`src/design/rmq_pkg.sv`:
```
// ----------------------------------------------------------------------------
// rmq_pkg: shared types and constants for the matrix to quaternion block
// Case codes, the classified item, queue status and width helpers.
// ----------------------------------------------------------------------------
package rmq_pkg;

	localparam int FRAC_BITS_DEF = 14;
	localparam int QW            = 16;  // result field width
	localparam int DW            = 18;  // width of a sum or difference of two entries
	localparam int QDEPTH        = 4;   // front to back queue depth
	localparam int DIV_STEPS     = QW;  // one quotient bit per divider stage

	localparam logic signed [QW-1:0] QMAX = 16'sh7fff;
	localparam logic signed [QW-1:0] QMIN = 16'sh8000;

	// which branch the front picked
	typedef enum logic [1:0] {
		SEL_TRACE,
		SEL_AX0,
		SEL_AX1,
		SEL_AX2
	} sel_t;

	// classified item: branch and the three numerators for the divider
	typedef struct packed {
		sel_t                 sel;
		logic signed [DW-1:0] d0;
		logic signed [DW-1:0] d1;
		logic signed [DW-1:0] d2;
	} cls_t;

	typedef struct packed {
		logic full;
		logic empty;
	} fifo_st_t;

	// radicand width (unsigned, nonnegative after clamp)
	function automatic int a_width(int f);
		return ((f > 17) ? f : 17) + 1;
	endfunction

	// root width: half of the radicand width after the fraction shift
	function automatic int r_width(int f);
		return (a_width(f) + f + 1) >> 1;
	endfunction

endpackage

```
`src/design/rmq_sqrt.sv`:
```
// ----------------------------------------------------------------------------
// rmq_sqrt: pipelined integer square root
// floor(sqrt(rad << FRAC_BITS)), one root bit per stage, tag rides along.
// ----------------------------------------------------------------------------
module rmq_sqrt #(
	parameter int FRAC_BITS = rmq_pkg::FRAC_BITS_DEF,
	parameter int TAG_W     = 1
) (
	input  logic                                   clk,
	input  logic                                   arst_n,
	input  logic                                   en,
	input  logic                                   in_valid,
	input  logic [rmq_pkg::a_width(FRAC_BITS)-1:0] rad,
	input  logic [TAG_W-1:0]                       tag_in,
	output logic                                   out_valid,
	output logic [rmq_pkg::r_width(FRAC_BITS)-1:0] root,
	output logic [TAG_W-1:0]                       tag_out
);
	import rmq_pkg::*;

	localparam int R_W  = r_width(FRAC_BITS);
	localparam int V_W  = 2 * R_W;
	localparam int RM_W = R_W + 3;

	logic [RM_W-1:0]  rem_q  [R_W];
	logic [R_W-1:0]   root_q [R_W];
	logic [V_W-1:0]   vr_q   [R_W];
	logic [TAG_W-1:0] tag_q  [R_W];
	logic [R_W-1:0]   vld_q;

	for (genvar k = 0; k < R_W; k++) begin : g_stage
		logic [RM_W-1:0]  rem_p, rem_sh, trial, rem_n;
		logic [R_W-1:0]   root_p;
		logic [V_W-1:0]   vr_p;
		logic [TAG_W-1:0] tag_p;
		logic             vld_p, ge;

		if (k == 0) begin : g_first
			assign rem_p  = '0;
			assign root_p = '0;
			assign vr_p   = V_W'(rad) << FRAC_BITS;
			assign tag_p  = tag_in;
			assign vld_p  = in_valid;
		end else begin : g_next
			assign rem_p  = rem_q[k-1];
			assign root_p = root_q[k-1];
			assign vr_p   = vr_q[k-1];
			assign tag_p  = tag_q[k-1];
			assign vld_p  = vld_q[k-1];
		end

		// bring down two bits, try root*4+1
		assign rem_sh = {rem_p[RM_W-3:0], vr_p[V_W-1 -: 2]};
		assign trial  = RM_W'({root_p, 2'b01});
		assign ge     = rem_sh >= trial;
		assign rem_n  = ge ? (rem_sh - trial) : rem_sh;

		always_ff @(posedge clk or negedge arst_n) begin
			if (!arst_n) begin
				vld_q[k] <= 1'b0;
			end else if (en) begin
				vld_q[k] <= vld_p;
			end
		end

		always_ff @(posedge clk) begin
			if (en) begin
				rem_q[k]  <= rem_n;
				root_q[k] <= {root_p[R_W-2:0], ge};
				vr_q[k]   <= vr_p << 2;
				tag_q[k]  <= tag_p;
			end
		end
	end

	assign out_valid = vld_q[R_W-1];
	assign root      = root_q[R_W-1];
	assign tag_out   = tag_q[R_W-1];

endmodule

```
`config.mk`:
```
export PLATFORM = sky130hd
export DESIGN_NAME = rmq_sqrt
export DESIGN_NICKNAME = d
export VERILOG_FILES = /design/src/design/rmq_pkg.sv /design/src/design/rmq_sqrt.sv
export SDC_FILE = /design/constraint.sdc
export NUM_CORES = 1
export LEC_CHECK = 0
export BUFFER_PORTS_ARGS = -buffer_cell sky130_fd_sc_hd__buf_2
export CAP_MARGIN = 20
export CORE_MARGIN = 5
export CORE_UTILIZATION = 25
export CTS_CLUSTER_DIAMETER = 80
export CTS_CLUSTER_SIZE = 12
export DETAILED_ROUTE_END_ITERATION = 12
export GPL_TIMING_DRIVEN = 0
export PLACE_DENSITY_LB_ADDON = 0.2
export SETUP_SLACK_MARGIN = 0.15
export SYNTH_ARGS = -nofsm -noshare
export SYNTH_HDL_FRONTEND = slang
export SYNTH_SLANG_ARGS = --single-unit
```
`constraint.sdc`:
```
create_clock -name clk -period 3.7 [get_ports clk]
set_input_delay 0.74 -clock clk [delete_from_list [all_inputs] [get_ports clk]]
set_output_delay 0.74 -clock clk [all_outputs]
set_load 0.05 [all_outputs]
```
==> metrics <==
initial DRC count 685; Die Ht between 300 and 400 µm; full die area 100,000 µm²; EDFF count, synth 455; placed cell count about 3,200; pin count of the biggest net entering global routing between 100 and 150; power per cell area ~520 nW/µm²; # Post-CTS Setup Buffers 0; RSZ-0062 raised after global routing false; vias in the first global route around 15,000; PortBufs 40; Post-DRT Antenna Nets 0; P&R area growth vs syn 14.1%; Min-Delay Path Class in -> reg; synth warn 0; ratio of cells with drive above 1 in the final layout 0.0966; status finished, final reports clean; Bufs on Longest Clock Path 3; crit path max fanout 10; Core Region between 90,000 and 100,000 µm²; Non-Filler Instances ~3,300; first-pass GRT wire length around 75 mm; CTS root buffer clkbuf_16; cell taking the most area after synthesis edfxtp_1; Setup Viol. Count Final 0; Final Critical Period approximately 3.3 ns; fraction of registers with async set/reset 0.0340; Routed WL between 40 and 50 mm; Rows 112; Final #Nets roughly 2,100; Residual DRC 0; Setup Skew ~0.055 ns; CP Capture Type register; Final HPWL DP between 30 and 40 mm; Tcrit/Tclk final 0.901; CTS sink cnt 471; Place WS 0.321 ns; Tightest Pin Transition slightly below 1 ns; Clock transition at path regs 0.06 ns; Worst setup SP type register; Overflow after GRT 0; max-cap viol count 0; Avg Cell Area, Syn 12.5 µm²; Fillers roughly 9,500; FF+latch count, synth 471; VDD IR max roughly 310 µV; top-area cell type share of the netlist area 0.580; total CTS buffers 48; antenna violations before repair 0; hold_ws about 0.29 ns; Boundary Pins 41; ANT cells 0; Syn Inst Count between 1,500 and 2,000; Seq/Total Area, Yosys 0.597; wire per inst between 10 and 15 µm; synthesized cell area 23,600 µm²; Net Count, Synth about 2,100; Req. time, crit path 4.06 ns; FMAX roughly 300 MHz; routability cong. just under 0.8; slack of the critical path between 0.3 and 0.4 ns; final hold vios 0; all-layer global routing usage 0.0912; CTS tree built; Synth area leaders edfxtp_1 (58%), ha_1 (7.4%), inv_1 (2.9%); die width between 300 and 400 µm; leakage power ~10 nW; worst endpoint data arrival time 3.69 ns; router iterations before antenna repair 5; Starting Density 0.252; CTS H-tree depth 2; main flop type after synthesis edfxtp_1; Distinct cells, synth 87; vias post-DR roughly 14,000; worst skew pair latency 0.63 ns; Slew Limit Fails 0; Vias per Instance approximately 4.4; Max-slew headroom 0.346; WS Path Type reg -> reg
-- per-layer routing --
layer | vias up | routed length [µm] | global-route usage
met4 | 0 | 1450 | 0.0321
met5 | - | 0 | 0
met2 | 212 | 23000 | 0.166
met1 | 6819 | 19300 | 0.107
li1 | 7114 | - | -
met3 | 85 | 1670 | 0.0173
-- worst max-delay path: stages (launching register included) --
cell	delay, ns
edfxtp_1	0.43
ha_1	0.34
a211oi_1	0.37
o21bai_1	0.13
a21oi_1	0.37
a2bb2oi_1	0.31
and3_1	0.27
buf_2	0.21
buf_2	0.29
mux2_2	0.38
-- flip-flops by register name, summed over array words and instances (netlist names) --
signal,flops
g_stage.vld_p,15
out_valid,1
rem_q,231
root_q,136
tag_q,16
vr_q,72
-- path summary, 6_finish.rpt --
path / endpoint / cells after the start / slack, ns / startpoint
max in group asynchronous: g_stage[2].vld_p / 2 / 2.87 / arst_n
setup reg to reg: rem_q[1][106] / 9 / 0.37 / rem_q[1][76]
setup / recovery: rem_q[1][106] / 9 / 0.37 / rem_q[1][76]
hold / removal: vr_q[0][27] / 1 / 0.29 / rad[13]
min in group asynchronous: out_valid / 2 / 0.57 / arst_n
hold reg to reg: vr_q[6][28] / 0 / 0.40 / vr_q[5][26]
-- Yosys cell counts, drive strengths merged (23+ instances only) --
library cell  count
a21o             41
a21oi           106
edfxtp          455
ha              139
inv             187
mux2             56
nand2            93
nand3            23
nor2            138
nor3             56
nor4             28
o21a             24
o21ai            81
xnor2            73
xor2             76
-- layout by cell type (no fill, tap or decap), types with 9 or more instances in the layout --
cell type and n:
nor3_1 55, or4_1 12, a21oi_1 106, clkbuf_1 24, clkbuf_16 48, nand2_1 93
and2_1 10, nor2_1 137, nor4_1 26, o21ai_0 80, o21a_1 24, ha_1 139
o31ai_1 13, dfrtp_1 16, xor2_1 76, mux2_2 55, a211oi_1 14, xnor2_1 73
nand3_1 22, buf_2 48, or3_1 19, nand4_1 17, edfxtp_1 455, a21o_1 41
nand2b_1 22, nor2b_1 19, inv_1 185, o211ai_1 9
-- cell families (layout without fill, tap and decap cells) --
group	after synthesis	after routing	share of synthesized area
other cells	1	1	0.000159
simple gates	482	482	0.106
flops	471	471	0.597
buf+inv	214	328	0.0352
xor+xnor	149	149	0.0554
fa+ha+maj	145	145	0.0789
mux	62	62	0.0293
compound gates	360	360	0.0981
-- through the flow --
step	power, W	setup TNS [ns]	area [µm²]	util
after floorplan	0.00880	0	23600	-
final	0.0139	0	26900	0.287
after global routing	0.0147	0	26900	0.287
after detailed placement	0.00952	0	25400	0.272
after CTS	0.0142	0	26900	0.287
after global placement	0.00953	-2412.70	25300	0.271
-- cell type report --
cell class | instances | area (µm²) | share of cell area
Sequential cell | 471 | 14100 | 0.524
Multi-Input combinational cell | 1199 | 8660 | 0.322
Tap cell | 1254 | 1570 | 0.0584
Clock buffer | 57 | 1230 | 0.0460
Inverter | 187 | 702 | 0.0261
Timing Repair Buffer | 45 | 330 | 0.0123
Clock inverter | 12 | 176 | 0.00657
Buffer | 27 | 128 | 0.00475
-- report_power, final --
part | internal, W | total, W | switching [W]
Sequential | 0.00665 | 0.00704 | 0.000381
Clock | 0.00245 | 0.00452 | 0.00207
Combinational | 0.00106 | 0.00235 | 0.00130
-- timing repair --
| action | CTS | global route |
|---|---|---|
| hold endpoints to repair | 16 | 0 |
| hold buffers | 1 | 0 |
| resized for setup | 0 | 0 |
Power figures use the tool's default switching activity.
