==> src/design/rmq_pkg.sv <==
// ----------------------------------------------------------------------------
// rmq_pkg: shared types and constants for the matrix to quaternion block
// Case codes, the classified item, queue status and width helpers.
// ----------------------------------------------------------------------------
package rmq_pkg;

	localparam int FRAC_BITS_DEF = 14;
	localparam int QW            = 16;  // result field width
	localparam int DW            = 18;  // width of a sum or difference of two entries
	localparam int QDEPTH        = 4;   // front to back queue depth
	localparam int DIV_STEPS     = QW;  // one quotient bit per divider stage

	localparam logic signed [QW-1:0] QMAX = 16'sh7fff;
	localparam logic signed [QW-1:0] QMIN = 16'sh8000;

	// which branch the front picked
	typedef enum logic [1:0] {
		SEL_TRACE,
		SEL_AX0,
		SEL_AX1,
		SEL_AX2
	} sel_t;

	// classified item: branch and the three numerators for the divider
	typedef struct packed {
		sel_t                 sel;
		logic signed [DW-1:0] d0;
		logic signed [DW-1:0] d1;
		logic signed [DW-1:0] d2;
	} cls_t;

	typedef struct packed {
		logic full;
		logic empty;
	} fifo_st_t;

	// radicand width (unsigned, nonnegative after clamp)
	function automatic int a_width(int f);
		return ((f > 17) ? f : 17) + 1;
	endfunction

	// root width: half of the radicand width after the fraction shift
	function automatic int r_width(int f);
		return (a_width(f) + f + 1) >> 1;
	endfunction

endpackage

==> src/design/rmq_div.sv <==
// ----------------------------------------------------------------------------
// rmq_div: three-lane pipelined scaling divider
// round(d * ONE / (2s)) with ties away from zero, saturated to 16 bits.
// ----------------------------------------------------------------------------
module rmq_div #(
	parameter int FRAC_BITS = rmq_pkg::FRAC_BITS_DEF,
	parameter int TAG_W     = 1
) (
	input  logic                                   clk,
	input  logic                                   arst_n,
	input  logic                                   en,
	input  logic                                   in_valid,
	input  logic signed [rmq_pkg::DW-1:0]          d0,
	input  logic signed [rmq_pkg::DW-1:0]          d1,
	input  logic signed [rmq_pkg::DW-1:0]          d2,
	input  logic [rmq_pkg::r_width(FRAC_BITS)-1:0] s,
	input  logic [TAG_W-1:0]                       tag_in,
	output logic                                   out_valid,
	output logic signed [rmq_pkg::QW-1:0]          q0,
	output logic signed [rmq_pkg::QW-1:0]          q1,
	output logic signed [rmq_pkg::QW-1:0]          q2,
	output logic [TAG_W-1:0]                       tag_out
);
	import rmq_pkg::*;

	localparam int R_W = r_width(FRAC_BITS);
	localparam int C_W = ((DW + FRAC_BITS > R_W + QW) ? DW + FRAC_BITS : R_W + QW) + 1;
	localparam int NS  = DIV_STEPS;

	logic [C_W-1:0]       rem_q [3][NS];
	logic [QW-1:0]        quo_q [3][NS];
	logic                 neg_q [3][NS];
	logic [R_W:0]         den_q [NS];
	logic [TAG_W-1:0]     tag_q [NS];
	logic [NS-1:0]        vld_q;
	logic signed [DW-1:0] din   [3];
	logic signed [QW-1:0] qout  [3];

	assign din[0] = d0;
	assign din[1] = d1;
	assign din[2] = d2;

	for (genvar t = 0; t < NS; t++) begin : g_stage
		logic [R_W:0]     den_p;
		logic [TAG_W-1:0] tag_p;
		logic             vld_p;
		logic [C_W-1:0]   dsh;

		if (t == 0) begin : g_first
			assign den_p = {s, 1'b0};
			assign tag_p = tag_in;
			assign vld_p = in_valid;
		end else begin : g_next
			assign den_p = den_q[t-1];
			assign tag_p = tag_q[t-1];
			assign vld_p = vld_q[t-1];
		end

		// divisor aligned to this quotient bit
		assign dsh = C_W'(den_p) << (NS - 1 - t);

		for (genvar l = 0; l < 3; l++) begin : g_lane
			logic [C_W-1:0] rem_p, rem_n;
			logic [QW-1:0]  quo_p;
			logic           neg_p, ge;

			if (t == 0) begin : g_prep
				logic [DW-1:0] mag;
				// magnitude, shifted, plus s for rounding
				assign neg_p = din[l] < 0;
				assign mag   = neg_p ? DW'(-din[l]) : DW'(din[l]);
				assign rem_p = (C_W'(mag) << FRAC_BITS) + C_W'(s);
				assign quo_p = '0;
			end else begin : g_chain
				assign neg_p = neg_q[l][t-1];
				assign rem_p = rem_q[l][t-1];
				assign quo_p = quo_q[l][t-1];
			end

			assign ge    = rem_p >= dsh;
			assign rem_n = ge ? (rem_p - dsh) : rem_p;

			always_ff @(posedge clk) begin
				if (en) begin
					rem_q[l][t] <= rem_n;
					quo_q[l][t] <= {quo_p[QW-2:0], ge};
					neg_q[l][t] <= neg_p;
				end
			end
		end

		always_ff @(posedge clk or negedge arst_n) begin
			if (!arst_n) begin
				vld_q[t] <= 1'b0;
			end else if (en) begin
				vld_q[t] <= vld_p;
			end
		end

		always_ff @(posedge clk) begin
			if (en) begin
				den_q[t] <= den_p;
				tag_q[t] <= tag_p;
			end
		end
	end

	// top quotient bit set means the magnitude reached 32768: saturate
	for (genvar l = 0; l < 3; l++) begin : g_out
		logic [QW-1:0] qf;
		logic          nf;
		assign qf = quo_q[l][NS-1];
		assign nf = neg_q[l][NS-1];
		always_comb begin
			priority if (qf[QW-1]) qout[l] = nf ? QMIN : QMAX;
			else if (nf)           qout[l] = -$signed(qf);
			else                   qout[l] = $signed(qf);
		end
	end

	assign q0        = qout[0];
	assign q1        = qout[1];
	assign q2        = qout[2];
	assign out_valid = vld_q[NS-1];
	assign tag_out   = tag_q[NS-1];

endmodule

==> config.mk <==
export PLATFORM = sky130hd
export DESIGN_NAME = rmq_div
export DESIGN_NICKNAME = d
export VERILOG_FILES = /design/src/design/rmq_pkg.sv /design/src/design/rmq_div.sv
export SDC_FILE = /design/constraint.sdc
export NUM_CORES = 2
export LEC_CHECK = 0
export ABC_AREA = 1
export BUFFER_PORTS_ARGS = -buffer_cell sky130_fd_sc_hd__buf_2
export CAP_MARGIN = 5
export CORE_ASPECT_RATIO = 1.5
export CORE_MARGIN = 2
export CORE_UTILIZATION = 30
export DETAILED_ROUTE_END_ITERATION = 10
export PLACE_DENSITY_LB_ADDON = 0.1
export REMOVE_ABC_BUFFERS = 1
export SETUP_SLACK_MARGIN = 0.02
export SLEW_MARGIN = 40
export SYNTH_ARGS = -nofsm -noshare
export SYNTH_HDL_FRONTEND = slang
export SYNTH_SLANG_ARGS = --single-unit
export TNS_END_PERCENT = 5
==> constraint.sdc <==
create_clock -name clk -period 6 [get_ports clk]
set_clock_uncertainty 0.05 [all_clocks]
set_input_delay 0.3 -clock clk [delete_from_list [all_inputs] [get_ports clk]]
set_output_delay 0.3 -clock clk [all_outputs]
set_load 0.05 [all_outputs]
==> results.ini <==
[status]
status=finished clean

[clock_tree]
numCtsBuffers=206
cts_setup_buffers=0
tritoncts=built
clockBufferDepth=4
clockRootBuffer=clkbuf_16
clkLatencyLatePin_ns=0.97
clkSinkCount=1817
htreeDepth=4
cts.reportedPaths.clkPinSlew_ns=0.06

[final_layout]
fin_util_pct=33.9
fin_area_um2=134000
finalNetCount=15100
drive_above_1_share_pct=6.41
fin_cells=19700
nFillCells=41500
area_growth_pct=12.5

[global_route]
antenna_found_initial=13
grt_overflow=0
grt_usage_pct=21.5
grt_max_degree=157
grt_pass1_wl_mm=641
grt_pass1_vias=100000

[critical_path]
critical-path-max-stage-delay_ns=0.56
cp_common_cell=nand2_1
critical_path.startpoint=d2[0]
end_kind=flop
cp.required_ns=6.62
crit_fanout=18
cp.arrival_ns=5.17
r2r_start=rem_q[0][1361]
cp-start-kind=primary input
cp_slowest_cell=dlygate4sd3_1
crit_type=in -> reg

[timing]
worst_pin_slew_ns=0.910
worst_slack_ns=1.45
post-route-period-util_pct=75.8
hold_viol=0
fmax_mhz=220
rsz0062_at_grt=no
finalCriticalPeriod_ns=4.55
max_slew_margin_pct=39.1
fin_setup_tns_ns=0
setup_viol=0
drv_slew=0

[routing]
drt_iter0_drc=4676
detail_route.wl_per_cell_um=22.5
postRouteAntennaNets=0
via_count=95700
first_pass_iters=8
viasPerCell=4.86
wirelength_mm=444
drcViolationCount=0

[synth]
synth-xor-area-share_pct=5.77
syn_area_per_cell_um2=8.58
ys.flop_type=edfxtp_1
synth_edf_count=1801
ys_types=77
synthAdderAreaFrac_pct=8.69
yosys.area_share.simple_pct=22.0
synth_top_family_by_area=simple AND/OR/NAND/NOR gates
synth_mux_area_share_pct=0.0188
yosysSeqAreaShare_pct=45.6
ys_ff_latch=1817
yosys_warnings=0
synthCells=13900
synth_compound_area_share_pct=11.9
async_reset_ff_share_pct=0.881
synth_area_um2=119000

[place]
place_area_um2=126000
dpl.cell_count=19200
place_ws_ns=1.17
portBuffers=124
gp_congestion=0.957
dp_hpwl_mm=372

[die]
fp.dieH_um=777
start_util_pct=30.2
rows=283
core_um2=396000
io-pin-count=125
die-width_um=519
dieArea_um2=403000

[pwr]
p_leak_uw=0.0536
p_per_area_nw_per_um2=452
max-vdd-ir-drop_uv=251

[worst_hold_path]
hold_class=in -> reg
hold_start=d0[11]

[job]
maxCapViolations=0

-- flip-flops by register name, indices dropped and copies added (netlist names) --
| register | cells |
|---|---|
| rem_q | 1221 |
| quo_q | 408 |
| g_stage.vld_p | 15 |
| out_valid | 1 |
| tag_q | 16 |
| neg_q | 48 |
| den_q | 108 |
-- critical path: cells and delay by family --
family | cells | cell delay [ns]
AOI/OAI and AO/OA | 4 | 0.93
adders and majority gates | 3 | 0.93
buffers and inverters | 6 | 1.62
and+or+nand+nor | 13 | 1.39
-- metrics by stage --
step | hold slack [ns] | power (uW)
5_1_grt | 0.0413 | 65000
3_3_place_gp | 0.189 | 47800
4_1_cts | 0.000579 | 61400
2_1_floorplan | -0.0456 | 38500
3_5_place_dp | 0.184 | 47700
6_report | 0.0586 | 60700
-- Yosys cell counts, drive strengths merged (157+ instances only) --
cell type | n | area, um^2
a21oi | 1022 | 5310
buf | 157 | 1040
edfxtp | 1801 | 54100
ha | 753 | 9420
inv | 1605 | 6030
nand2 | 3306 | 12600
nand3 | 696 | 3550
nand4 | 221 | 1400
nor2 | 1379 | 5400
nor3 | 218 | 1170
o21ai | 1197 | 6140
xnor2 | 392 | 3440
xor2 | 393 | 3460
-- logic make-up after synthesis --
logic type                 Yosys count
muxes                                2
DFF                               1817
and+or+nand+nor                   6153
AOI/OAI and AO/OA                 2592
adders and majority gates          801
xor gates and xnor gates           785
buffers and inverters             1781
-- what timing repair did --
action,in CTS,in global routing
hold endpoints to repair,219,16
hold buffers,73,1
gates resized for setup,0,0
-- path summary, 6_finish.rpt --
kind	end	depth (start not counted)	slack [ns]
setup / recovery	rem_q[0][1577]	26	1.45
hold / removal	rem_q[0][520]	6	0.06
setup reg to reg	rem_q[0][1344]	10	2.03
hold reg to reg	quo_q[0][132]	0	0.35
max in group asynchronous	g_stage[13].vld_p	4	5.20
min in group asynchronous	out_valid	4	0.44
-- where the power goes --
part           switching, uW  internal [uW]  total, uW
clock network           5610           7770      13400
logic                  17000           9030      26000
registers               2730          18600      21400
total                  25300          35400      60700
-- placed cells by master, fill, tap and decap left out, types with 18 or more instances in the layout --
cell	synthesis	final
buf_4	42	54
a21o_1	96	96
nand3_1	683	683
bufinv_16	0	33
nor2_2	33	34
o21a_1	26	26
edfxtp_1	1801	1801
clkinv_2	0	36
nor2_4	16	18
inv_1	1571	1570
ha_1	753	753
o21ai_0	922	918
nand2_2	43	43
a31oi_1	81	81
a21oi_1	981	980
o211ai_1	35	35
clkinv_1	1	40
o21bai_1	60	60
nand3b_1	55	55
o21ai_2	41	41
dlygate4sd3_1	0	73
nor4_1	111	107
or2_2	123	123
nor2_1	1329	1326
clkbuf_16	0	207
nand4_1	219	219
nand2_1	3257	3257
clkbuf_1	18	27
xor2_1	391	391
a21oi_2	35	36
fa_1	48	48
o21ai_1	234	238
buf_2	93	124
xnor2_1	391	390
nor3_1	204	201
inv_2	32	33
-- area by class of cell --
class,instances,area (um^2),share of cell area (%)
multi-input combinational,10300,58000,43.1
sequential,1817,54500,40.5
tap,5272,6600,4.91
inverter,1606,6030,4.49
clock buffer,234,5280,3.93
timing repair buffer,276,2290,1.70
clock inverter,143,1720,1.28
antenna,16,40.0,0.0298
-- per-layer routing --
metal  up-vias  GRT usage, %  routed length, um
met5         -             0                 13
met2      1690          44.8             255000
met4         2          18.5              45600
met3      1073          1.91               9500
li1      48300             -                  -
met1     44700          17.5             134000
No activity file was read; power rests on OpenSTA's default activity.
