### src/design/rmq_pkg.sv
// ----------------------------------------------------------------------------
// rmq_pkg: shared types and constants for the matrix to quaternion block
// Case codes, the classified item, queue status and width helpers.
// ----------------------------------------------------------------------------
package rmq_pkg;

	localparam int FRAC_BITS_DEF = 14;
	localparam int QW            = 16;  // result field width
	localparam int DW            = 18;  // width of a sum or difference of two entries
	localparam int QDEPTH        = 4;   // front to back queue depth
	localparam int DIV_STEPS     = QW;  // one quotient bit per divider stage

	localparam logic signed [QW-1:0] QMAX = 16'sh7fff;
	localparam logic signed [QW-1:0] QMIN = 16'sh8000;

	// which branch the front picked
	typedef enum logic [1:0] {
		SEL_TRACE,
		SEL_AX0,
		SEL_AX1,
		SEL_AX2
	} sel_t;

	// classified item: branch and the three numerators for the divider
	typedef struct packed {
		sel_t                 sel;
		logic signed [DW-1:0] d0;
		logic signed [DW-1:0] d1;
		logic signed [DW-1:0] d2;
	} cls_t;

	typedef struct packed {
		logic full;
		logic empty;
	} fifo_st_t;

	// radicand width (unsigned, nonnegative after clamp)
	function automatic int a_width(int f);
		return ((f > 17) ? f : 17) + 1;
	endfunction

	// root width: half of the radicand width after the fraction shift
	function automatic int r_width(int f);
		return (a_width(f) + f + 1) >> 1;
	endfunction

endpackage

### src/design/rmq_front.sv
// ----------------------------------------------------------------------------
// rmq_front: accept and classify
// Picks the trace or axis branch, forms the radicand and three numerators.
// ----------------------------------------------------------------------------
module rmq_front #(
	parameter int FRAC_BITS = rmq_pkg::FRAC_BITS_DEF
) (
	input  logic                                    clk,
	input  logic                                    arst_n,
	input  logic                                    in_valid,
	output logic                                    in_stall,
	input  logic signed [15:0]                      m00,
	input  logic signed [15:0]                      m01,
	input  logic signed [15:0]                      m02,
	input  logic signed [15:0]                      m10,
	input  logic signed [15:0]                      m11,
	input  logic signed [15:0]                      m12,
	input  logic signed [15:0]                      m20,
	input  logic signed [15:0]                      m21,
	input  logic signed [15:0]                      m22,
	input  logic                                    fifo_full,
	output logic                                    push,
	output rmq_pkg::cls_t                           cls_s1,
	output logic [rmq_pkg::a_width(FRAC_BITS)-1:0]  rad_s1
);
	import rmq_pkg::*;

	localparam int A_W = a_width(FRAC_BITS);
	localparam int S_W = A_W + 1;

	logic                  v_s1;
	logic signed [S_W-1:0] e00, e11, e22, one, trace, rad_c;
	logic signed [DW-1:0]  f01, f02, f10, f12, f20, f21;
	logic signed [15:0]    mii;
	logic                  ax1, ax2;
	cls_t                  cls_c;

	// sign extension of the entries
	assign e00 = S_W'(m00);
	assign e11 = S_W'(m11);
	assign e22 = S_W'(m22);
	assign one = S_W'(1) <<< FRAC_BITS;
	assign f01 = DW'(m01);
	assign f02 = DW'(m02);
	assign f10 = DW'(m10);
	assign f12 = DW'(m12);
	assign f20 = DW'(m20);
	assign f21 = DW'(m21);

	// branch pick: strict compares, lower axis wins ties
	assign trace = e00 + e11 + e22;
	assign ax1   = m11 > m00;
	assign mii   = ax1 ? m11 : m00;
	assign ax2   = m22 > mii;

	always_comb begin
		priority if (trace > 0) cls_c.sel = SEL_TRACE;
		else if (ax2)           cls_c.sel = SEL_AX2;
		else if (ax1)           cls_c.sel = SEL_AX1;
		else                    cls_c.sel = SEL_AX0;

		unique case (cls_c.sel)
			SEL_TRACE: begin
				rad_c    = trace + one;
				cls_c.d0 = f21 - f12;
				cls_c.d1 = f02 - f20;
				cls_c.d2 = f10 - f01;
			end
			SEL_AX0: begin
				rad_c    = e00 - e11 - e22 + one;
				cls_c.d0 = f21 - f12;
				cls_c.d1 = f10 + f01;
				cls_c.d2 = f20 + f02;
			end
			SEL_AX1: begin
				rad_c    = e11 - e22 - e00 + one;
				cls_c.d0 = f02 - f20;
				cls_c.d1 = f21 + f12;
				cls_c.d2 = f01 + f10;
			end
			default: begin
				rad_c    = e22 - e00 - e11 + one;
				cls_c.d0 = f10 - f01;
				cls_c.d1 = f02 + f20;
				cls_c.d2 = f12 + f21;
			end
		endcase
	end

	// handshake: hold the stage while the queue is full
	assign push     = v_s1 && !fifo_full;
	assign in_stall = v_s1 && fifo_full;

	always_ff @(posedge clk or negedge arst_n) begin
		if (!arst_n) begin
			v_s1 <= 1'b0;
		end else if (!in_stall) begin
			v_s1 <= in_valid;
		end
	end

	// stage register, negative radicand clamped to zero
	always_ff @(posedge clk) begin
		if (!in_stall && in_valid) begin
			cls_s1 <= cls_c;
			rad_s1 <= (rad_c > 0) ? rad_c[A_W-1:0] : '0;
		end
	end

endmodule

### config.mk
export PLATFORM = sky130hd
export DESIGN_NAME = rmq_front
export DESIGN_NICKNAME = d
export VERILOG_FILES = /design/src/design/rmq_pkg.sv /design/src/design/rmq_front.sv
export SDC_FILE = /design/constraint.sdc
export NUM_CORES = 1
export LEC_CHECK = 0
export ABC_AREA = 1
export BUFFER_PORTS_ARGS = -buffer_cell sky130_fd_sc_hd__buf_2
export CORE_MARGIN = 10
export CORE_UTILIZATION = 50
export CTS_CLUSTER_SIZE = 14
export DETAILED_ROUTE_END_ITERATION = 8
export GPL_TIMING_DRIVEN = 0
export MAX_ROUTING_LAYER = met4
export PLACE_DENSITY = 0.71
export SYNTH_ARGS = -nofsm -noshare
export SYNTH_HDL_FRONTEND = slang
export SYNTH_SLANG_ARGS = --single-unit
### constraint.sdc
create_clock -name clk -period 12.65 [get_ports clk]
set_input_delay 1.8975 -clock clk [delete_from_list [all_inputs] [get_ports clk]]
set_output_delay 1.8975 -clock clk [all_outputs]
set_load 0.005 [all_outputs]
==> results.yml, run 1 <==
status:
  status: "finished, final reports clean"
sta:
  finalHoldViolations: 0
  finClkSkew_ns: 0.01378
  slew_violations: 0
  fin_tns_setup_ns: 0
  finalSetupViolations: 0
  worst_pin_slew_ns: 0.7802
  min_period_ns: 8.189
  timing.hold.ws_ns: 0.5376
  max_clock_freq_mhz: 122.1
  slew_headroom_pct: 47.59
  rsz0062_at_grt: "false"
  final.period_utilization_pct: 64.73
finish:
  layout.nets: 2730
  drive_above_1_share_pct: 14.00
  post-route-cell-area_um2: 16760
  multi_input_area_um2: 11080
  fillers: 2811
  synthToLayoutAreaGrowth_pct: 13.23
  utilization_pct: 57.92
  regArea_um2: 2157
route:
  num_vias: 14720
  drc: 0
  drt_pre_antenna_iters: 6
  vias_per_cell: 5.570
  first_iter_violations: 1459
  antenna_left: 0
  wl_um: 51520
  wl_per_cell_um: 19.49
cts:
  hold_buffers: 0
  post_cts_buffers: 0
  insertion_delay_ns: 0.36
  cts_buffer_depth: 2
  clk_pin_slew_ns: 0.07
  clock-root-buffer: "clkbuf_16"
  cts_sinks: 72
  tritoncts: "built"
  cts_resized: 0
  htree_levels: 3
  cts_buffers: 9
placed_design:
  place_hpwl_um: 44410
  place_area_um2: 16440
  io_buffers: 223
  gp_congestion: 0.9942
setup_path:
  critPathMaxFanout: 10
  cp-end-kind: "flop"
  r2r_setup_slack_ns: 10.91
  max_stage_delay_ns: 0.61
  crit_required_ns: 12.76
  crit_start: "m00[7]"
  start_kind: "primary input"
  rr_startpoint: "v_s1$_DFFE_PN0N_"
  critical-path-slowest-cell: "clkbuf_1"
  critPathArrivalTime_ns: 8.30
  critPathKind: "primary input to flop"
  crit_top_cell: "nand2_1"
die:
  row_count: 62
  die_area_um2: 36880
  num_io_pins: 224
  die_x_um: 192.1
  die_h_um: 192.1
  core-area_um2: 28940
  start_util_pct: 51.15
synthesis:
  ys_warn_count: 0
  yosysMostFrequentCell: "nand2_1"
  synthTopCellsByArea: "ha_1 (22%), edfxtp_1 (14%), fa_1 (10%), nand2_1 (9.5%), inv_1 (8.6%)"
  ys.flop_type: "edfxtp_1"
  syn_area_per_cell_um2: 7.341
  ys_seq_area_share_pct: 14.57
  synthCells: 2016
  synth_edf_count: 71
  ys_seq_elements: 72
  netlist.area_leader.share_pct: 21.64
  synthTopCellsByCount: "nand2_1 (373), inv_1 (338), ha_1 (256)"
  async_flop_share_pct: 1.389
  synth_cell_types: 57
  syn-num-nets: 2494
  yosysTopAreaCell: "ha_1"
  syn_area_um2: 14800
pwr:
  vdd_drop_max_uv: 70.72
  power_leakage_nw: 8.722
  finalPower_w: 0.002174
  power.density_nw_per_um2: 129.7
grt:
  gr-total-overflow: 0
  grt_max_degree: 33
  grt_util_all_layers_pct: 27.83
  grt_pass1_wl_um: 77800
  antenna_found_initial: 1
  grt_pass1_vias: 13890
flow_run:
  cap_viol_max_count: 0
worst_hold_path:
  hp-start: "v_s1$_DFFE_PN0N_"
  worst_hold_path_type: "flop to flop"
## placed cells by master (no fill, tap or decap), types with 71 or more instances in the layout
| cell | synthesis | routed |
|---|---|---|
| nand3_1 | 112 | 112 |
| inv_1 | 338 | 338 |
| xor2_1 | 102 | 102 |
| edfxtp_1 | 71 | 71 |
| o21ai_0 | 103 | 103 |
| a21oi_1 | 147 | 147 |
| ha_1 | 256 | 256 |
| buf_2 | 7 | 230 |
| fa_1 | 74 | 74 |
| nand2_1 | 373 | 373 |
| nor2_1 | 114 | 113 |
## layer usage
layer  global-route usage, %  share of wire [%]  vias up  wire length [um]
li1                        -                  -     7096                 -
met1                   40.32                 47     6863             24070
met2                   39.22                 41      706             21070
met3                   5.314                 11       56              5491
met4                   5.784                1.7        0               897
met5                       -                  0        -                 0
## state kept, by name, summed over array words and instances, names as in the netlist
| register | count |
|---|---|
| cls_s1 | 53 |
| rad_s1 | 18 |
| v_s1 | 1 |
## logic make-up after synthesis
logic type | Yosys count | synth area share [%]
flops | 72 | 14.57
xor+xnor | 118 | 6.983
fa+ha+maj | 330 | 31.65
buf+inv | 401 | 10.60
simple gates | 736 | 22.28
compound gates | 359 | 13.91
## worst max-delay path, delay by kind of cell
kind / cells / cell delay, ns
buffers and inverters: 6 / 1.34
AO/OA/AOI/OAI: 3 / 0.67
adder cells (fa/ha/maj): 2 / 0.66
AND/OR/NAND/NOR: 24 / 3.69
## final timing paths
check / end / cells past startpoint
min: v_s1$_DFFE_PN0N_ / 2
max: rad_s1[11]$_SDFFCE_PP0P_ / 35
max in group asynchronous: v_s1$_DFFE_PN0N_ / 1
max reg2reg: cls_s1[49]$_DFFE_PP_ / 5
min in group asynchronous: v_s1$_DFFE_PN0N_ / 1
min reg2reg: v_s1$_DFFE_PN0N_ / 2
## final cells by class
| cell class | count | area share, % |
|---|---|---|
| Clock buffer | 9 | 1.344 |
| Buffer | 54 | 1.575 |
| Multi-Input combinational cell | 1543 | 66.13 |
| Sequential cell | 72 | 12.87 |
| Inverter | 347 | 7.787 |
| Clock inverter | 7 | 0.5002 |
| Timing Repair Buffer | 225 | 6.899 |
| Tap cell | 384 | 2.867 |
| Antenna cell | 2 | 0.02986 |
## through the flow
| stage | worst slack, ns | cells |
|---|---|---|
| final | 4.461 | 2643 |
| after global routing | 4.034 | 2642 |
| after floorplan | 6.715 | 2016 |
| after global placement | 4.356 | 2623 |
| after detailed placement | 4.342 | 2625 |
| after CTS | 4.698 | 2641 |
## report_power, final
| part | internal, W | switching, W |
|---|---|---|
| Combinational | 0.000515 | 0.000988 |
| Sequential | 0.000365 | 0.0000219 |
| Clock | 0.000157 | 0.000127 |
No activity file was read; power rests on OpenSTA's default activity.
==> run 2: changes to the inputs <==
- ABC_AREA: 1 -> 0
- PLACE_DENSITY: 0.71 -> 0.72
- clock period: 12.65 -> 8.35 ns (I/O delays scaled with it)
==> run 2 against run 1 <==
Via count decreased by 5.9%. Critical path depth down 12. Sequential share of layout area up 0.27 points. Final cell count down 12%. Hold slack improved by 0.11 ns. Area after synthesis down 2.3%. Flip-flop and latch count unchanged. Design area is 2.1% lower. Core utilization is 0.57 points lower. Sequential power rose by 43%. Global-route usage rose by 0.57 points. Critical path type unchanged. Critical endpoint is now cls_s1[23]$_DFFE_PP_.
==> results.yml, run 2 <==
status:
  status: "finished, final reports clean"
pwr:
  vdd_drop_max_uv: 125.5
  power.density_nw_per_um2: 186.4
  power_leakage_nw: 7.758
cts:
  insertion_delay_ns: 0.37
  clk_pin_slew_ns: 0.06
  htree_levels: 3
  clock-root-buffer: "clkbuf_16"
  tritoncts: "built"
  post_cts_buffers: 0
  cts_buffers: 9
  cts_buffer_depth: 2
  cts_sinks: 72
sta:
  rsz0062_at_grt: "false"
  finClkSkew_ns: 0.006391
  worst_pin_slew_ns: 0.9195
  final.period_utilization_pct: 97.74
  min_period_ns: 8.161
  finalHoldViolations: 0
  slew_headroom_pct: 38.17
  fin_tns_setup_ns: 0
  max_clock_freq_mhz: 122.5
  finalSetupViolations: 0
  slew_violations: 0
synthesis:
  yosysTopAreaCell: "ha_1"
  syn_area_per_cell_um2: 8.476
  synth_edf_count: 71
  synthTopCellsByArea: "ha_1 (22%), edfxtp_1 (15%), fa_1 (10%), xnor2_1 (5.4%), a21oi_1 (4.7%)"
  synthCells: 1706
  yosysMostFrequentCell: "ha_1"
  ys.flop_type: "edfxtp_1"
  async_flop_share_pct: 1.389
  ys_seq_elements: 72
  syn_area_um2: 14460
  netlist.area_leader.share_pct: 22.15
  ys_warn_count: 0
  syn-num-nets: 2184
  synthTopCellsByCount: "ha_1 (256), inv_1 (174), nor2_1 (138)"
  ys_seq_area_share_pct: 14.92
  synth_cell_types: 80
route:
  drc: 0
  antenna_left: 0
  vias_per_cell: 5.943
  first_iter_violations: 1184
  drt_pre_antenna_iters: 6
  wl_per_cell_um: 21.84
  wl_um: 50920
  num_vias: 13850
finish:
  layout.nets: 2420
  synthToLayoutAreaGrowth_pct: 13.52
  regMostFlops: "cls_s1"
  instances_no_fill: 2331
  largestRegisters: "cls_s1: 53 flops, rad_s1: 18 flops, v_s1: 1 flops"
  largest_reg_flops: 53
  mostFrequentLayoutCell: "ha_1"
  drive_above_1_share_pct: 15.25
  final_cell_mix: "ha_1 (256), buf_2 (234), inv_1 (174)"
  diodes: 0
grt:
  grt_max_degree: 34
  grt.busiest_layer: "met2"
  grt_pass1_vias: 13930
  gr-total-overflow: 0
  grt_pass1_wl_um: 77950
  grt.met2_usage_pct: 47.30
  met1_usage_pct: 33.69
  grtUsageMet3_pct: 3.900
  antenna_found_initial: 0
  grt_util_all_layers_pct: 28.40
setup_path:
  crit_chain: "buf_2 -> inv_1 -> ha_1 -> or4_1 -> nor4_2 -> o31ai_1 -> a21o_1 -> a21oi_2 -> buf_4 -> buf_2 -> buf_2 -> mux2i_1 -> ha_1 -> nand4_1 -> nor2_1 -> a21o_1 -> nand3_1 -> or2_2 -> nand3_1 -> clkbuf_2 -> clkbuf_1 -> a211oi_1 -> a21oi_1"
  critPathKind: "primary input to flop"
  crit_top_cell: "buf_2"
  rr_startpoint: "v_s1$_DFFE_PN0N_"
  timing.rr.end: "cls_s1[4]$_DFFE_PP_"
  cp-end-kind: "flop"
  critPathMaxFanout: 10
  r2r_setup_slack_ns: 6.83
  crit_required_ns: 8.52
  max_stage_delay_ns: 0.74
  rr_worst_depth: 3
  critical-path-slowest-cell: "clkbuf_1"
  start_kind: "primary input"
  critPathArrivalTime_ns: 8.33
die:
  core-area_um2: 28630
  row_count: 62
  num_io_pins: 224
  die_area_um2: 36120
  die_x_um: 190.1
  die_h_um: 190.1
  start_util_pct: 50.52
placed_design:
  gp_congestion: 1.017
  io_buffers: 223
  dp_cells: 2315
  place_hpwl_um: 42450
flow_run:
  cap_viol_max_count: 0
worst_hold_path:
  worst_hold_path_type: "primary input to async pin"
[run 2: kinds of logic after synthesis]
kind of cell / after synthesis / synth area share (%)
adder cells (fa/ha/maj): 330 / 32.40
AO/OA/AOI/OAI: 475 / 21.29
multiplexers: 42 / 2.933
AND/OR/NAND/NOR: 422 / 14.16
buffers and inverters: 243 / 6.870
XOR/XNOR: 122 / 7.441
flip-flops: 72 / 14.92
[run 2: metrics by stage]
step                hold slack (ns)  utilization, %  power [W]  cell area (um2)  setup slack [ns]
finish                       0.6458           57.34   0.003060            16410            0.1887
global route                 0.6407           57.34   0.003269            16410           0.03987
CTS                          0.6379           57.32   0.003028            16410           0.04360
detailed placement           0.6965           56.26   0.002599            16100           -0.6915
global placement             0.5952           56.09   0.002578            16060           -0.6654
floorplan                    0.6020               -   0.001913            14460             2.187
[run 2: timing repair]
action	in CTS	in global routing
endpoints found under the setup margin	40	37
gates resized for setup	1	9
hold buffers	0	0
[run 2: critical path, delay by kind of cell]
family / cells / cell delay (ns)
buf+inv: 7 / 2.39
simple gates: 7 / 2.15
mux: 1 / 0.15
fa+ha+maj: 2 / 0.69
compound gates: 6 / 1.64
[run 2: final cells by class]
| cell class | count | area [um2] |
|---|---|---|
| well taps | 384 | 480.5 |
| plain buffers | 69 | 346.6 |
| inverters | 174 | 653.1 |
| flip-flops and latches | 72 | 2157 |
| fillers | 2695 | 12210 |
| clock buffers | 10 | 229.0 |
| repair buffers | 225 | 1156 |
| multi-input cells | 1391 | 11320 |
| clock inverters | 6 | 68.82 |
[run 2: power by group]
group	internal [W]	leakage, nW	switching (W)
logic	0.000790	6.93	0.00131
clock network	0.000233	0.143	0.000179
registers	0.000528	0.690	0.0000239
total	0.00155	7.76	0.00151
[run 2: routing by layer]
metal | vias to the layer above | routed length [um]
li1 | 6519 | -
met1 | 6573 | 20670
met2 | 642 | 24510
met3 | 118 | 3561
met4 | 0 | 2171
met5 | - | 0
[run 2: worst max-delay path by stage]
| stage | startpoint | endpoint | depth (start not counted) |
|---|---|---|---|
| CTS | m00[11] | rad_s1[8]$_SDFFCE_PP0P_ | 24 |
| finish | m00[11] | cls_s1[23]$_DFFE_PP_ | 23 |
| global placement | m00[11] | rad_s1[8]$_SDFFCE_PP0P_ | 24 |
| detailed placement | m00[11] | rad_s1[8]$_SDFFCE_PP0P_ | 24 |
| global route | m00[11] | rad_s1[5]$_SDFFCE_PP0P_ | 24 |
| floorplan | m00[11] | rad_s1[8]$_SDFFCE_PP0P_ | 23 |
