--- config.mk ---
export PLATFORM = sky130hd
export DESIGN_NAME = rmq_fifo
export DESIGN_NICKNAME = d
export VERILOG_FILES = /design/src/design/rmq_pkg.sv /design/src/design/rmq_fifo.sv
export SDC_FILE = /design/constraint.sdc
export NUM_CORES = 1
export LEC_CHECK = 0
export BUFFER_PORTS_ARGS = -buffer_cell sky130_fd_sc_hd__buf_2
export CORE_MARGIN = 5
export CORE_UTILIZATION = 55
export CTS_BUF_LIST = sky130_fd_sc_hd__clkbuf_16
export DETAILED_ROUTE_END_ITERATION = 8
export PLACE_DENSITY = 0.77
export SETUP_SLACK_MARGIN = 0.15
export SKIP_CTS_REPAIR_TIMING = 1
export SLEW_MARGIN = 20
export SYNTH_ARGS = -nofsm -noshare
export SYNTH_HDL_FRONTEND = slang
export SYNTH_SLANG_ARGS = --single-unit
--- constraint.sdc ---
create_clock -name clk -period 1.9 [get_ports clk]
set_input_delay 0.095 -clock clk [delete_from_list [all_inputs] [get_ports clk]]
set_output_delay 0.095 -clock clk [all_outputs]
set_load 0.005 [all_outputs]
--- src/design/rmq_pkg.sv ---
// ----------------------------------------------------------------------------
// rmq_pkg: shared types and constants for the matrix to quaternion block
// Case codes, the classified item, queue status and width helpers.
// ----------------------------------------------------------------------------
package rmq_pkg;

	localparam int FRAC_BITS_DEF = 14;
	localparam int QW            = 16;  // result field width
	localparam int DW            = 18;  // width of a sum or difference of two entries
	localparam int QDEPTH        = 4;   // front to back queue depth
	localparam int DIV_STEPS     = QW;  // one quotient bit per divider stage

	localparam logic signed [QW-1:0] QMAX = 16'sh7fff;
	localparam logic signed [QW-1:0] QMIN = 16'sh8000;

	// which branch the front picked
	typedef enum logic [1:0] {
		SEL_TRACE,
		SEL_AX0,
		SEL_AX1,
		SEL_AX2
	} sel_t;

	// classified item: branch and the three numerators for the divider
	typedef struct packed {
		sel_t                 sel;
		logic signed [DW-1:0] d0;
		logic signed [DW-1:0] d1;
		logic signed [DW-1:0] d2;
	} cls_t;

	typedef struct packed {
		logic full;
		logic empty;
	} fifo_st_t;

	// radicand width (unsigned, nonnegative after clamp)
	function automatic int a_width(int f);
		return ((f > 17) ? f : 17) + 1;
	endfunction

	// root width: half of the radicand width after the fraction shift
	function automatic int r_width(int f);
		return (a_width(f) + f + 1) >> 1;
	endfunction

endpackage

--- src/design/rmq_fifo.sv ---
// ----------------------------------------------------------------------------
// rmq_fifo: short queue between front and back
// Flop storage, power of two depth, head shown combinationally.
// ----------------------------------------------------------------------------
module rmq_fifo #(
	parameter int WIDTH = 8,
	parameter int DEPTH = rmq_pkg::QDEPTH
) (
	input  logic               clk,
	input  logic               arst_n,
	input  logic               push,
	input  logic [WIDTH-1:0]   wdata,
	input  logic               pop,
	output logic [WIDTH-1:0]   rdata,
	output rmq_pkg::fifo_st_t  status
);
	import rmq_pkg::*;

	localparam int AW = $clog2(DEPTH);

	logic [WIDTH-1:0] mem_q [DEPTH];
	logic [AW:0]      wr_q, rd_q;

	assign status.empty = (wr_q == rd_q);
	assign status.full  = (wr_q[AW] != rd_q[AW]) && (wr_q[AW-1:0] == rd_q[AW-1:0]);
	assign rdata        = mem_q[rd_q[AW-1:0]];

	// pointers
	always_ff @(posedge clk or negedge arst_n) begin
		if (!arst_n) begin
			wr_q <= '0;
			rd_q <= '0;
		end else begin
			if (push && !status.full) wr_q <= wr_q + 1'b1;
			if (pop && !status.empty) rd_q <= rd_q + 1'b1;
		end
	end

	// storage
	always_ff @(posedge clk) begin
		if (push && !status.full) mem_q[wr_q[AW-1:0]] <= wdata;
	end

endmodule

==> key figures, run 1 <==
Synthesis
  – Ys async rst share: 0.158
  – Post-synth EDFFs: 32
  – Number of synthesized register bits: 38
  – Mapped cell area: 1680 µm²
  – Most used DFF post-synth: edfxtp_1
  – Distinct cells, synth: 26
  – Syn_nets: 110
  – Mapped Cells: 93
  – Yosys warning count: 0
  – Seq/Total Area, Yosys: 0.660
  – Avg Cell Area, Syn: 18.1 µm²

Worst setup path
  – Critical path class: reg2out
  – Crit path required time: 1.80 ns
  – Crit end category: output port
  – Worst Path Max Fanout: 10
  – Startpoint class of the critical path: flip-flop
  – WP data arrival: 1.59 ns

Route
  – Iter 0 DRT Violations: 32
  – Vias: 862
  – DRT Pass-1 Iters: 4
  – Total Wirelength: 2630 µm
  – Antenna-violating nets left: 0
  – Residual DRC: 0
  – Vias/cell: 5.49
  – Wirelength per Cell: 16.7 µm

Floorplan
  – Die area: 4270 µm²
  – Core area: 3000 µm²
  – I/O pins: 22
  – Die Wd: 65.3 µm
  – Initial Util: 0.561
  – Die Y-Extent: 65.3 µm
  – Floorplan row count: 20

STA
  – Final Critical Period: 1.69 ns
  – Clock Skew: 0.00411 ns
  – RSZ-0062 raised after global routing: no
  – Hold Fails Final Rpt: 0
  – Slew margin rel.: 0.725
  – Setup violators final: 0
  – Worst Tran Pin Value: 0.413 ns
  – Part of the cycle the worst path needs: 0.887
  – Max-slew violations: 0
  – FMAX: 0.593 GHz
  – Post-route setup slack: 0.214 ns
  – Setup Total Neg Slack: 0 ns

Clocking
  – Worst-Skew Late Latency: 0.28 ns
  – Clock Tree Buf Depth: 2
  – CTS tree: built
  – Clock-pin slew on the worst setup and hold paths: 0.05 ns
  – TritonCTS Buffers: 5
  – CTS Sinks: 38
  – Clock Tree Root: clkbuf_16
  – H-tree depth: 2

Global route
  – First-pass GRT wire length: 4430 µm
  – Number of global-route vias before repair: 881
  – Largest net degree at the start of global routing: 13
  – Initial antenna violation count: 0
  – All-Layer GR Usage: 0.149
  – Total grt overflow: 0

Layout
  – Core Util, Final: 0.662
  – # diodes: 0
  – Design area: 1990 µm²
  – Layout cells sized above 1: 0.323
  – Most frequent cells in the layout: 32 x edfxtp_1, 21 x buf_2, 6 x mux4_1, 6 x inv_1, 6 x dfrtp_1
  – Final net count: 140
  – Layout area overhead: 18.0%
  – Leading cell type in the layout, fill and taps excluded: edfxtp_1

Power
  – Pwr Density: 1620 nW/µm²
  – Total power: 3220 µW
  – Lkg Pwr: 0.000792 µW
  – Peak VDD IR: 0.877 mV

Run
  – Max-Cap Viols: 0

Placed design
  – Final GP Congestion: 0.854
  – Port buffer count: 21
  – Area after DPL: 1830 µm²
  – Post-DP HPWL: 1870 µm
  – Worst slack, placed: 0.203 ns

Min path
  – Worst hold path class: in2reg

Outcome
  – Status: finished clean
-- flip-flops by register name, summed over array words and instances (netlist names) --
signal and flops:
mem_q 32, rd_q 3, wr_q 3
-- worst max-delay path, cell delays in order, from the launching register on --
cell     delay (ns)
dfrtp_1        0.42
buf_6          0.19
mux4_1         0.56
buf_2          0.14
-- power breakdown --
part,total [µW],switching (µW),leakage [µW],internal [µW]
Clock,755,282,0.0000724,473
Combinational,1210,603,0.000354,604
Sequential,1250,125,0.000365,1130
Total,3220,1010,0.000792,2210
-- Yosys cell counts, types with 2 or more instances --
cell type   n  share of area
mux4_2      2          0.027
a31oi_1     2         0.0074
mux4_1      6          0.094
dfrtp_1     6          0.089
inv_1       5          0.011
nand3_1     3         0.0089
and3_1      2         0.0074
buf_6       2          0.013
xnor2_2     2          0.019
xor2_1      2          0.010
nor2_1      2         0.0045
nand2b_1    2         0.0074
o21ai_0     2         0.0059
edfxtp_1   32           0.57
and2_1      4          0.015
ha_1        5          0.037
a21oi_1     2         0.0059
xnor2_1     2          0.010
a21o_1      3          0.013
-- path summary, 6_finish.rpt --
check	startpoint	to	slack [ns]	cells after the start
setup / recovery	rd_q[0]	rdata[6]	0.21	3
min in group asynchronous	arst_n	wr_q[0]	0.17	2
setup reg to reg	wr_q[1]	mem_q[0][4]	0.26	3
hold reg to reg	wr_q[2]	wr_q[2]	0.59	1
max in group asynchronous	arst_n	rd_q[1]	1.58	2
hold / removal	wdata[6]	mem_q[1][6]	0.04	1
-- metal layers --
metal,share of wire,track usage
met3,0.050,0.0479
met4,0.026,0.0855
met5,0,0
met2,0.45,0.217
met1,0.47,0.196
-- cell families (layout without fill, tap and decap cells) --
logic type                 after synthesis  in the layout  synth area share
buffers and inverters                    8             39            0.0275
AOI/OAI and AO/OA                       11             11            0.0527
muxes                                    8              8             0.120
adders and majority gates                5              5            0.0371
and+or+nand+nor                         16             16            0.0527
xor gates and xnor gates                 7              7            0.0498
DFF                                     38             38             0.660
-- per-stage QoR --
stage / cells / hold WS (ns)
finish: 157 / 0.0376
global route: 157 / 0.0345
CTS: 156 / -0.365
detailed placement: 148 / -0.0689
global placement: 148 / -0.0718
floorplan: 93 / -0.201
-- area by class of cell --
cell class              instances  area (µm²)
well taps                      33        41.3
fillers                       200        1020
inverters                       5        18.8
flip-flops and latches         38        1110
repair buffers                 26         149
clock inverters                 3        12.5
multi-input cells              47         529
clock buffers                   5         125
Power figures use the tool's default switching activity.
==> inputs of run 2 (changes only) <==
--- a/config.mk
+++ b/config.mk
@@ -6,14 +6,13 @@
 export NUM_CORES = 1
 export LEC_CHECK = 0
 export BUFFER_PORTS_ARGS = -buffer_cell sky130_fd_sc_hd__buf_2
-export CORE_MARGIN = 5
+export CORE_MARGIN = 2
 export CORE_UTILIZATION = 55
 export CTS_BUF_LIST = sky130_fd_sc_hd__clkbuf_16
 export DETAILED_ROUTE_END_ITERATION = 8
 export PLACE_DENSITY = 0.77
 export SETUP_SLACK_MARGIN = 0.15
 export SKIP_CTS_REPAIR_TIMING = 1
-export SLEW_MARGIN = 20
 export SYNTH_ARGS = -nofsm -noshare
 export SYNTH_HDL_FRONTEND = slang
 export SYNTH_SLANG_ARGS = --single-unit
==> key figures, run 2 (synthesized netlist as in run 1, its figures left out) <==
Clocking
  – Clock-pin slew on the worst setup and hold paths: 0.06 ns (about the same)
  – CTS tree: built
  – H-tree depth: 2 (unchanged)
  – Clock Tree Root: clkbuf_16
  – TritonCTS Buffers: 5 (unchanged)
  – CTS Sinks: 38 (unchanged)
  – Worst-Skew Late Latency: 0.27 ns (about the same)
  – Clock Tree Buf Depth: 2 (unchanged)

Power
  – Seq pwr share: 0.385 (-0.005)
  – Total power: 3260 µW (+1.3%)
  – P_sw: 1050 µW (+3.6%)
  – Peak VDD IR: 0.950 mV (+8.2%)
  – Switching Fraction: 0.321 (+0.00717)
  – Pwr Density: 1640 nW/µm² (+1.1%)
  – Internal power: 2210 µW (+0.25%)
  – Comb pwr share: 0.376 (about the same)
  – Lkg Pwr: 0.000787 µW (-0.56%)
  – Power share of the clock group: 0.240 (+0.005)

Worst setup path
  – Worst Path Max Fanout: 10 (unchanged)
  – Crit path required time: 1.80 ns (about the same)
  – R2R cell count: 3 (unchanged)
  – CP bufs+invs: 2 (unchanged)
  – Family with the most delay on the worst path: multiplexers
  – Startpoint class of the critical path: flip-flop
  – Critical path class: reg2out
  – WP data arrival: 1.61 ns (+0.02 ns)
  – Critical Path Stages: 3 (unchanged)
  – Crit end category: output port
  – Worst-path cell chain: buf_6 > mux4_1 > buf_2
  – Slowest CP cell: mux4_1
  – CP peak stage delay: 0.58 ns (+0.02 ns)

Route
  – Iter 0 DRT Violations: 41 (+28%)
  – Vias/cell: 5.55 (+1.0%)
  – Wirelength per Cell: 17.4 µm (+4.2%)
  – Vias: 871 (+1.0%)
  – Antenna-violating nets left: 0 (unchanged)
  – DRT Pass-1 Iters: 4 (unchanged)
  – Residual DRC: 0 (unchanged)
  – Total Wirelength: 2740 µm (+4.2%)

Min path
  – Worst hold path class: in2reg
  – Hold Path Cell Cnt: 1 (unchanged)

Layout
  – Fillers: 201 (+0.50%)
  – Layout cells sized above 1: 0.339 (+0.0161)
  – # diodes: 0 (unchanged)
  – Layout area overhead: 18.3%
  – Final net count: 140 (unchanged)
  – Max reg flops: 32 (unchanged)
  – Leading cell type in the layout, fill and taps excluded: edfxtp_1
  – Layout Cells excl Fill: 157 (unchanged)
  – Design area: 1990 µm² (+0.25%)
  – Most frequent cells in the layout: 32 x edfxtp_1, 21 x buf_2, 6 x mux4_1, 6 x dfrtp_1

Placed design
  – Port buffer count: 21 (unchanged)
  – Inst Count DP: 148 (unchanged)
  – Area after DPL: 1830 µm² (unchanged)
  – Final GP Congestion: 0.906 (+6.1%)
  – Post-DP HPWL: 1880 µm (+0.37%)
  – Worst slack, placed: 0.206 ns (+0.00313 ns)

Floorplan
  – Die Y-Extent: 59.3 µm (-9.2%)
  – I/O pins: 22 (unchanged)
  – Floorplan row count: 20 (unchanged)
  – Initial Util: 0.566 (+0.00471)
  – Die Wd: 59.3 µm (-9.2%)
  – Core area: 2980 µm² (-0.83%)
  – Die area: 3520 µm² (-18%)

Global route
  – Total grt overflow: 0 (unchanged)
  – Number of global-route vias before repair: 863 (-2.0%)
  – All-Layer GR Usage: 0.176 (+0.0271)
  – Initial antenna violation count: 0 (unchanged)
  – First-pass GRT wire length: 4280 µm (-3.3%)
  – Largest net degree at the start of global routing: 13 (unchanged)

Outcome
  – Status: finished clean

STA
  – Slew margin rel.: 0.719 (-0.00599)
  – Part of the cycle the worst path needs: 0.899 (+0.0117)
  – Setup violators final: 0 (unchanged)
  – Hold Fails Final Rpt: 0 (unchanged)
  – Final Critical Period: 1.71 ns (+0.0222 ns)
  – Max-slew violations: 0 (unchanged)
  – Post-route setup slack: 0.192 ns (-0.0222 ns)
  – Clock Skew: 0.00333 ns (-0.000784 ns)
  – RSZ-0062 raised after global routing: no
  – Worst Tran Pin Value: 0.422 ns (+0.00899 ns)
  – FMAX: 0.585 GHz (-1.3%)
  – Setup Total Neg Slack: 0 ns (unchanged)

Run
  – Max-Cap Viols: 0 (unchanged)
## run 2: cell types whose count changed in the layout (fill, tap and decap cells not counted), sizes merged
cell	delta
inv	-1
clkinvlp	+1
## run 2: final cells by class
class	instances	area [µm²]	share of cell area
flip-flops and latches	38	1110	0.558
multi-input cells	47	531	0.266
repair buffers	26	149	0.0747
clock buffers	5	125	0.0628
well taps	33	41.3	0.0207
inverters	5	18.8	0.00942
clock inverters	3	16.3	0.00817
## run 2: routing by layer
| metal | part of all wire | GRT usage |
|---|---|---|
| met1 | 0.47 | 0.252 |
| met2 | 0.49 | 0.254 |
| met3 | 0.035 | 0.0480 |
| met4 | 0.0088 | 0.0779 |
| met5 | 0 | 0 |
## run 2: path summary, 6_finish.rpt
check	from	endpoint	slack, ns
hold reg to reg	wr_q[2]	wr_q[2]	0.58
setup / recovery	rd_q[0]	rdata[2]	0.19
max in group asynchronous	arst_n	rd_q[0]	1.56
min in group asynchronous	arst_n	rd_q[1]	0.19
hold / removal	wdata[4]	mem_q[0][4]	0.04
setup reg to reg	rd_q[2]	mem_q[0][2]	0.34
## run 2: power groups by stage
| stage | Combinational [µW] | Sequential, µW | Clock, µW |
|---|---|---|---|
| finish | 1220 | 1250 | 781 |
| global route | 1350 | 1280 | 825 |
| CTS | 1220 | 1260 | 797 |
| detailed placement | 1210 | 1270 | 0 |
| global placement | 1190 | 1260 | 0 |
| floorplan | 904 | 1240 | 0 |
## run 2: per-stage QoR
stage / hold WS, ns / utilization
finish: 0.0385 / 0.669
global placement: -0.0720 / 0.616
CTS: -0.363 / 0.663
detailed placement: -0.0692 / 0.616
global route: 0.0457 / 0.669
floorplan: -0.201 / -
## run 2: worst register-to-register path, stage by stage, from the launching register on
cell     delay [ns]
dfrtp_1        0.44
xor2_2         0.24
a31oi_2        0.24
and2_2         0.33
==> inputs of run 3 (changes only) <==
--- a/config.mk
+++ b/config.mk
@@ -7,10 +7,10 @@
 export LEC_CHECK = 0
 export BUFFER_PORTS_ARGS = -buffer_cell sky130_fd_sc_hd__buf_2
 export CORE_MARGIN = 2
-export CORE_UTILIZATION = 55
+export CORE_UTILIZATION = 56
 export CTS_BUF_LIST = sky130_fd_sc_hd__clkbuf_16
 export DETAILED_ROUTE_END_ITERATION = 8
-export PLACE_DENSITY = 0.77
+export PLACE_DENSITY = 0.81
 export SETUP_SLACK_MARGIN = 0.15
 export SKIP_CTS_REPAIR_TIMING = 1
 export SYNTH_ARGS = -nofsm -noshare
==> key figures, run 3 (synthesized netlist as in run 1, its figures left out) <==
Placed design
  – Final GP Congestion: 0.830 (-8.3%)
  – Port buffer count: 21 (unchanged)
  – Area after DPL: 1830 µm² (-0.14%)
  – Post-DP HPWL: 1980 µm (+5.5%)

STA
  – Final Critical Period: 1.68 ns (-0.0264 ns)
  – RSZ-0062 raised after global routing: yes
  – Worst Tran Pin Value: 0.427 ns (+0.00503 ns)
  – Part of the cycle the worst path needs: 0.885 (-0.0139)
  – Slew margin rel.: 0.715 (-0.00335)
  – Max-slew violations: 0 (unchanged)
  – Clock Skew: 0.00397 ns (+0.000643 ns)
  – Setup violators final: 0 (unchanged)
  – Hold Fails Final Rpt: 0 (unchanged)
  – FMAX: 0.595 GHz (+1.6%)
  – Setup Total Neg Slack: 0 ns (unchanged)

Route
  – Vias: 879 (+0.92%)
  – DRT Pass-1 Iters: 6 (+2)
  – Antenna-violating nets left: 0 (unchanged)
  – Vias/cell: 5.67 (+2.2%)
  – Iter 0 DRT Violations: 44 (+7.3%)
  – Residual DRC: 3 (+3)
  – Total Wirelength: 2740 µm (+0.29%)
  – Wirelength per Cell: 17.7 µm (+1.6%)

Layout
  – # diodes: 0 (unchanged)
  – Layout cells sized above 1: 0.323 (-0.0161)
  – Design area: 1980 µm² (-0.38%)
  – Leading cell type in the layout, fill and taps excluded: edfxtp_1
  – Layout area overhead: 17.8%
  – Fillers: 189 (-6.0%)
  – Final net count: 140 (unchanged)
  – Most frequent cells in the layout: 32 x edfxtp_1, 21 x buf_2, 6 x mux4_1, 6 x inv_1, 6 x dfrtp_1
  – Max reg flops: 32 (unchanged)

Clocking
  – CTS tree: built
  – TritonCTS Buffers: 5 (unchanged)
  – Worst-Skew Late Latency: 0.27 ns (about the same)
  – Clock Tree Root: clkbuf_16
  – H-tree depth: 2 (unchanged)
  – CTS Sinks: 38 (unchanged)
  – Clock-pin slew on the worst setup and hold paths: 0.05 ns (about the same)
  – Clock Tree Buf Depth: 2 (unchanged)

Power
  – Peak VDD IR: 0.968 mV (+2.0%)
  – Pwr Density: 1630 nW/µm² (-0.60%)
  – Lkg Pwr: 0.000792 µW (+0.56%)

Worst setup path
  – CP peak stage delay: 0.56 ns (-0.02 ns)
  – Critical path class: reg2out
  – Crit end category: output port
  – Worst-path cell chain: buf_6 > mux4_1 > buf_2
  – Family with the most delay on the worst path: multiplexers
  – Startpoint class of the critical path: flip-flop
  – Slowest CP cell: mux4_1
  – Flop2flop setup slack: 0.24 ns (-0.10 ns)
  – Crit path required time: 1.80 ns (about the same)
  – CP bufs+invs: 2 (unchanged)
  – R2R cell count: 3 (unchanged)
  – R2r endpoint: mem_q[0][3]
  – WP data arrival: 1.59 ns (-0.02 ns)
  – FF-to-FF Start: wr_q[1]
  – Worst Path Max Fanout: 10 (unchanged)

Min path
  – Worst hold path class: in2reg
  – Hold path startpoint: wdata[7]
  – Min-Delay Endpoint: mem_q[1][7]
  – Hold Path Cell Cnt: 1 (unchanged)

Global route
  – Largest net degree at the start of global routing: 13 (unchanged)
  – All-Layer GR Usage: 0.180 (+0.00417)
  – First-pass GRT wire length: 4290 µm (+0.16%)
  – Initial antenna violation count: 0 (unchanged)
  – Number of global-route vias before repair: 905 (+4.9%)
  – Total grt overflow: 0 (unchanged)

Floorplan
  – Die Wd: 58.8 µm (-0.83%)
  – Core area: 2810 µm² (-5.8%)
  – Floorplan row count: 19 (-5.0%)
  – Die area: 3460 µm² (-1.7%)
  – I/O pins: 22 (unchanged)
  – Initial Util: 0.600 (+0.0348)
  – Die Y-Extent: 58.8 µm (-0.83%)

Outcome
  – Status: complete, but fails checks
  – Failing checks: DRC

Run
  – Max-Cap Viols: 0 (unchanged)
run 3: cell types whose count changed in the layout (fill, tap and decap cells not counted):
cell | previous run | this run
clkinvlp_4 | 1 | 0
and2_2 | 3 | 2
inv_1 | 5 | 6
and2_1 | 1 | 2
run 3: final cells by class:
| cell class | count | area, µm² | area share |
|---|---|---|---|
| clock buffers | 5 | 125 | 0.0631 |
| clock inverters | 3 | 12.5 | 0.00631 |
| inverters | 5 | 18.8 | 0.00946 |
| multi-input cells | 47 | 529 | 0.267 |
| flip-flops and latches | 38 | 1110 | 0.560 |
| well taps | 31 | 38.8 | 0.0195 |
| repair buffers | 26 | 149 | 0.0750 |
run 3: stage by stage:
stage / hold slack, ns / setup WS (ns) / power (µW) / utilization / instances
floorplan: -0.201 / 0.359 / 2140 / - / 93
global placement: -0.0709 / 0.285 / 2440 / 0.653 / 146
detailed placement: -0.0730 / 0.203 / 2470 / 0.653 / 146
CTS: -0.366 / 0.164 / 3240 / 0.702 / 154
global route: 0.0406 / 0.145 / 3430 / 0.707 / 155
finish: 0.0409 / 0.218 / 3230 / 0.707 / 155
run 3: power breakdown:
group / internal [µW] / switching [µW]
clock: 473 / 281
combinational: 602 / 612
sequential: 1130 / 129
total: 2200 / 1020
run 3: routing by layer:
metal,wire (µm),global-route usage
met1,1240,0.228
met2,1360,0.286
met3,110,0.0615
met4,29,0.0747
met5,0,0
run 3: worst max path at each step:
stage | from | end | cells past startpoint
detailed placement | wr_q[1] | mem_q[1][1] | 3
CTS | rd_q[0] | rdata[4] | 3
floorplan | rd_q[0] | mem_q[2][0] | 4
global placement | rd_q[2] | mem_q[2][3] | 3
global route | rd_q[0] | rdata[4] | 3
finish | rd_q[0] | rdata[4] | 3
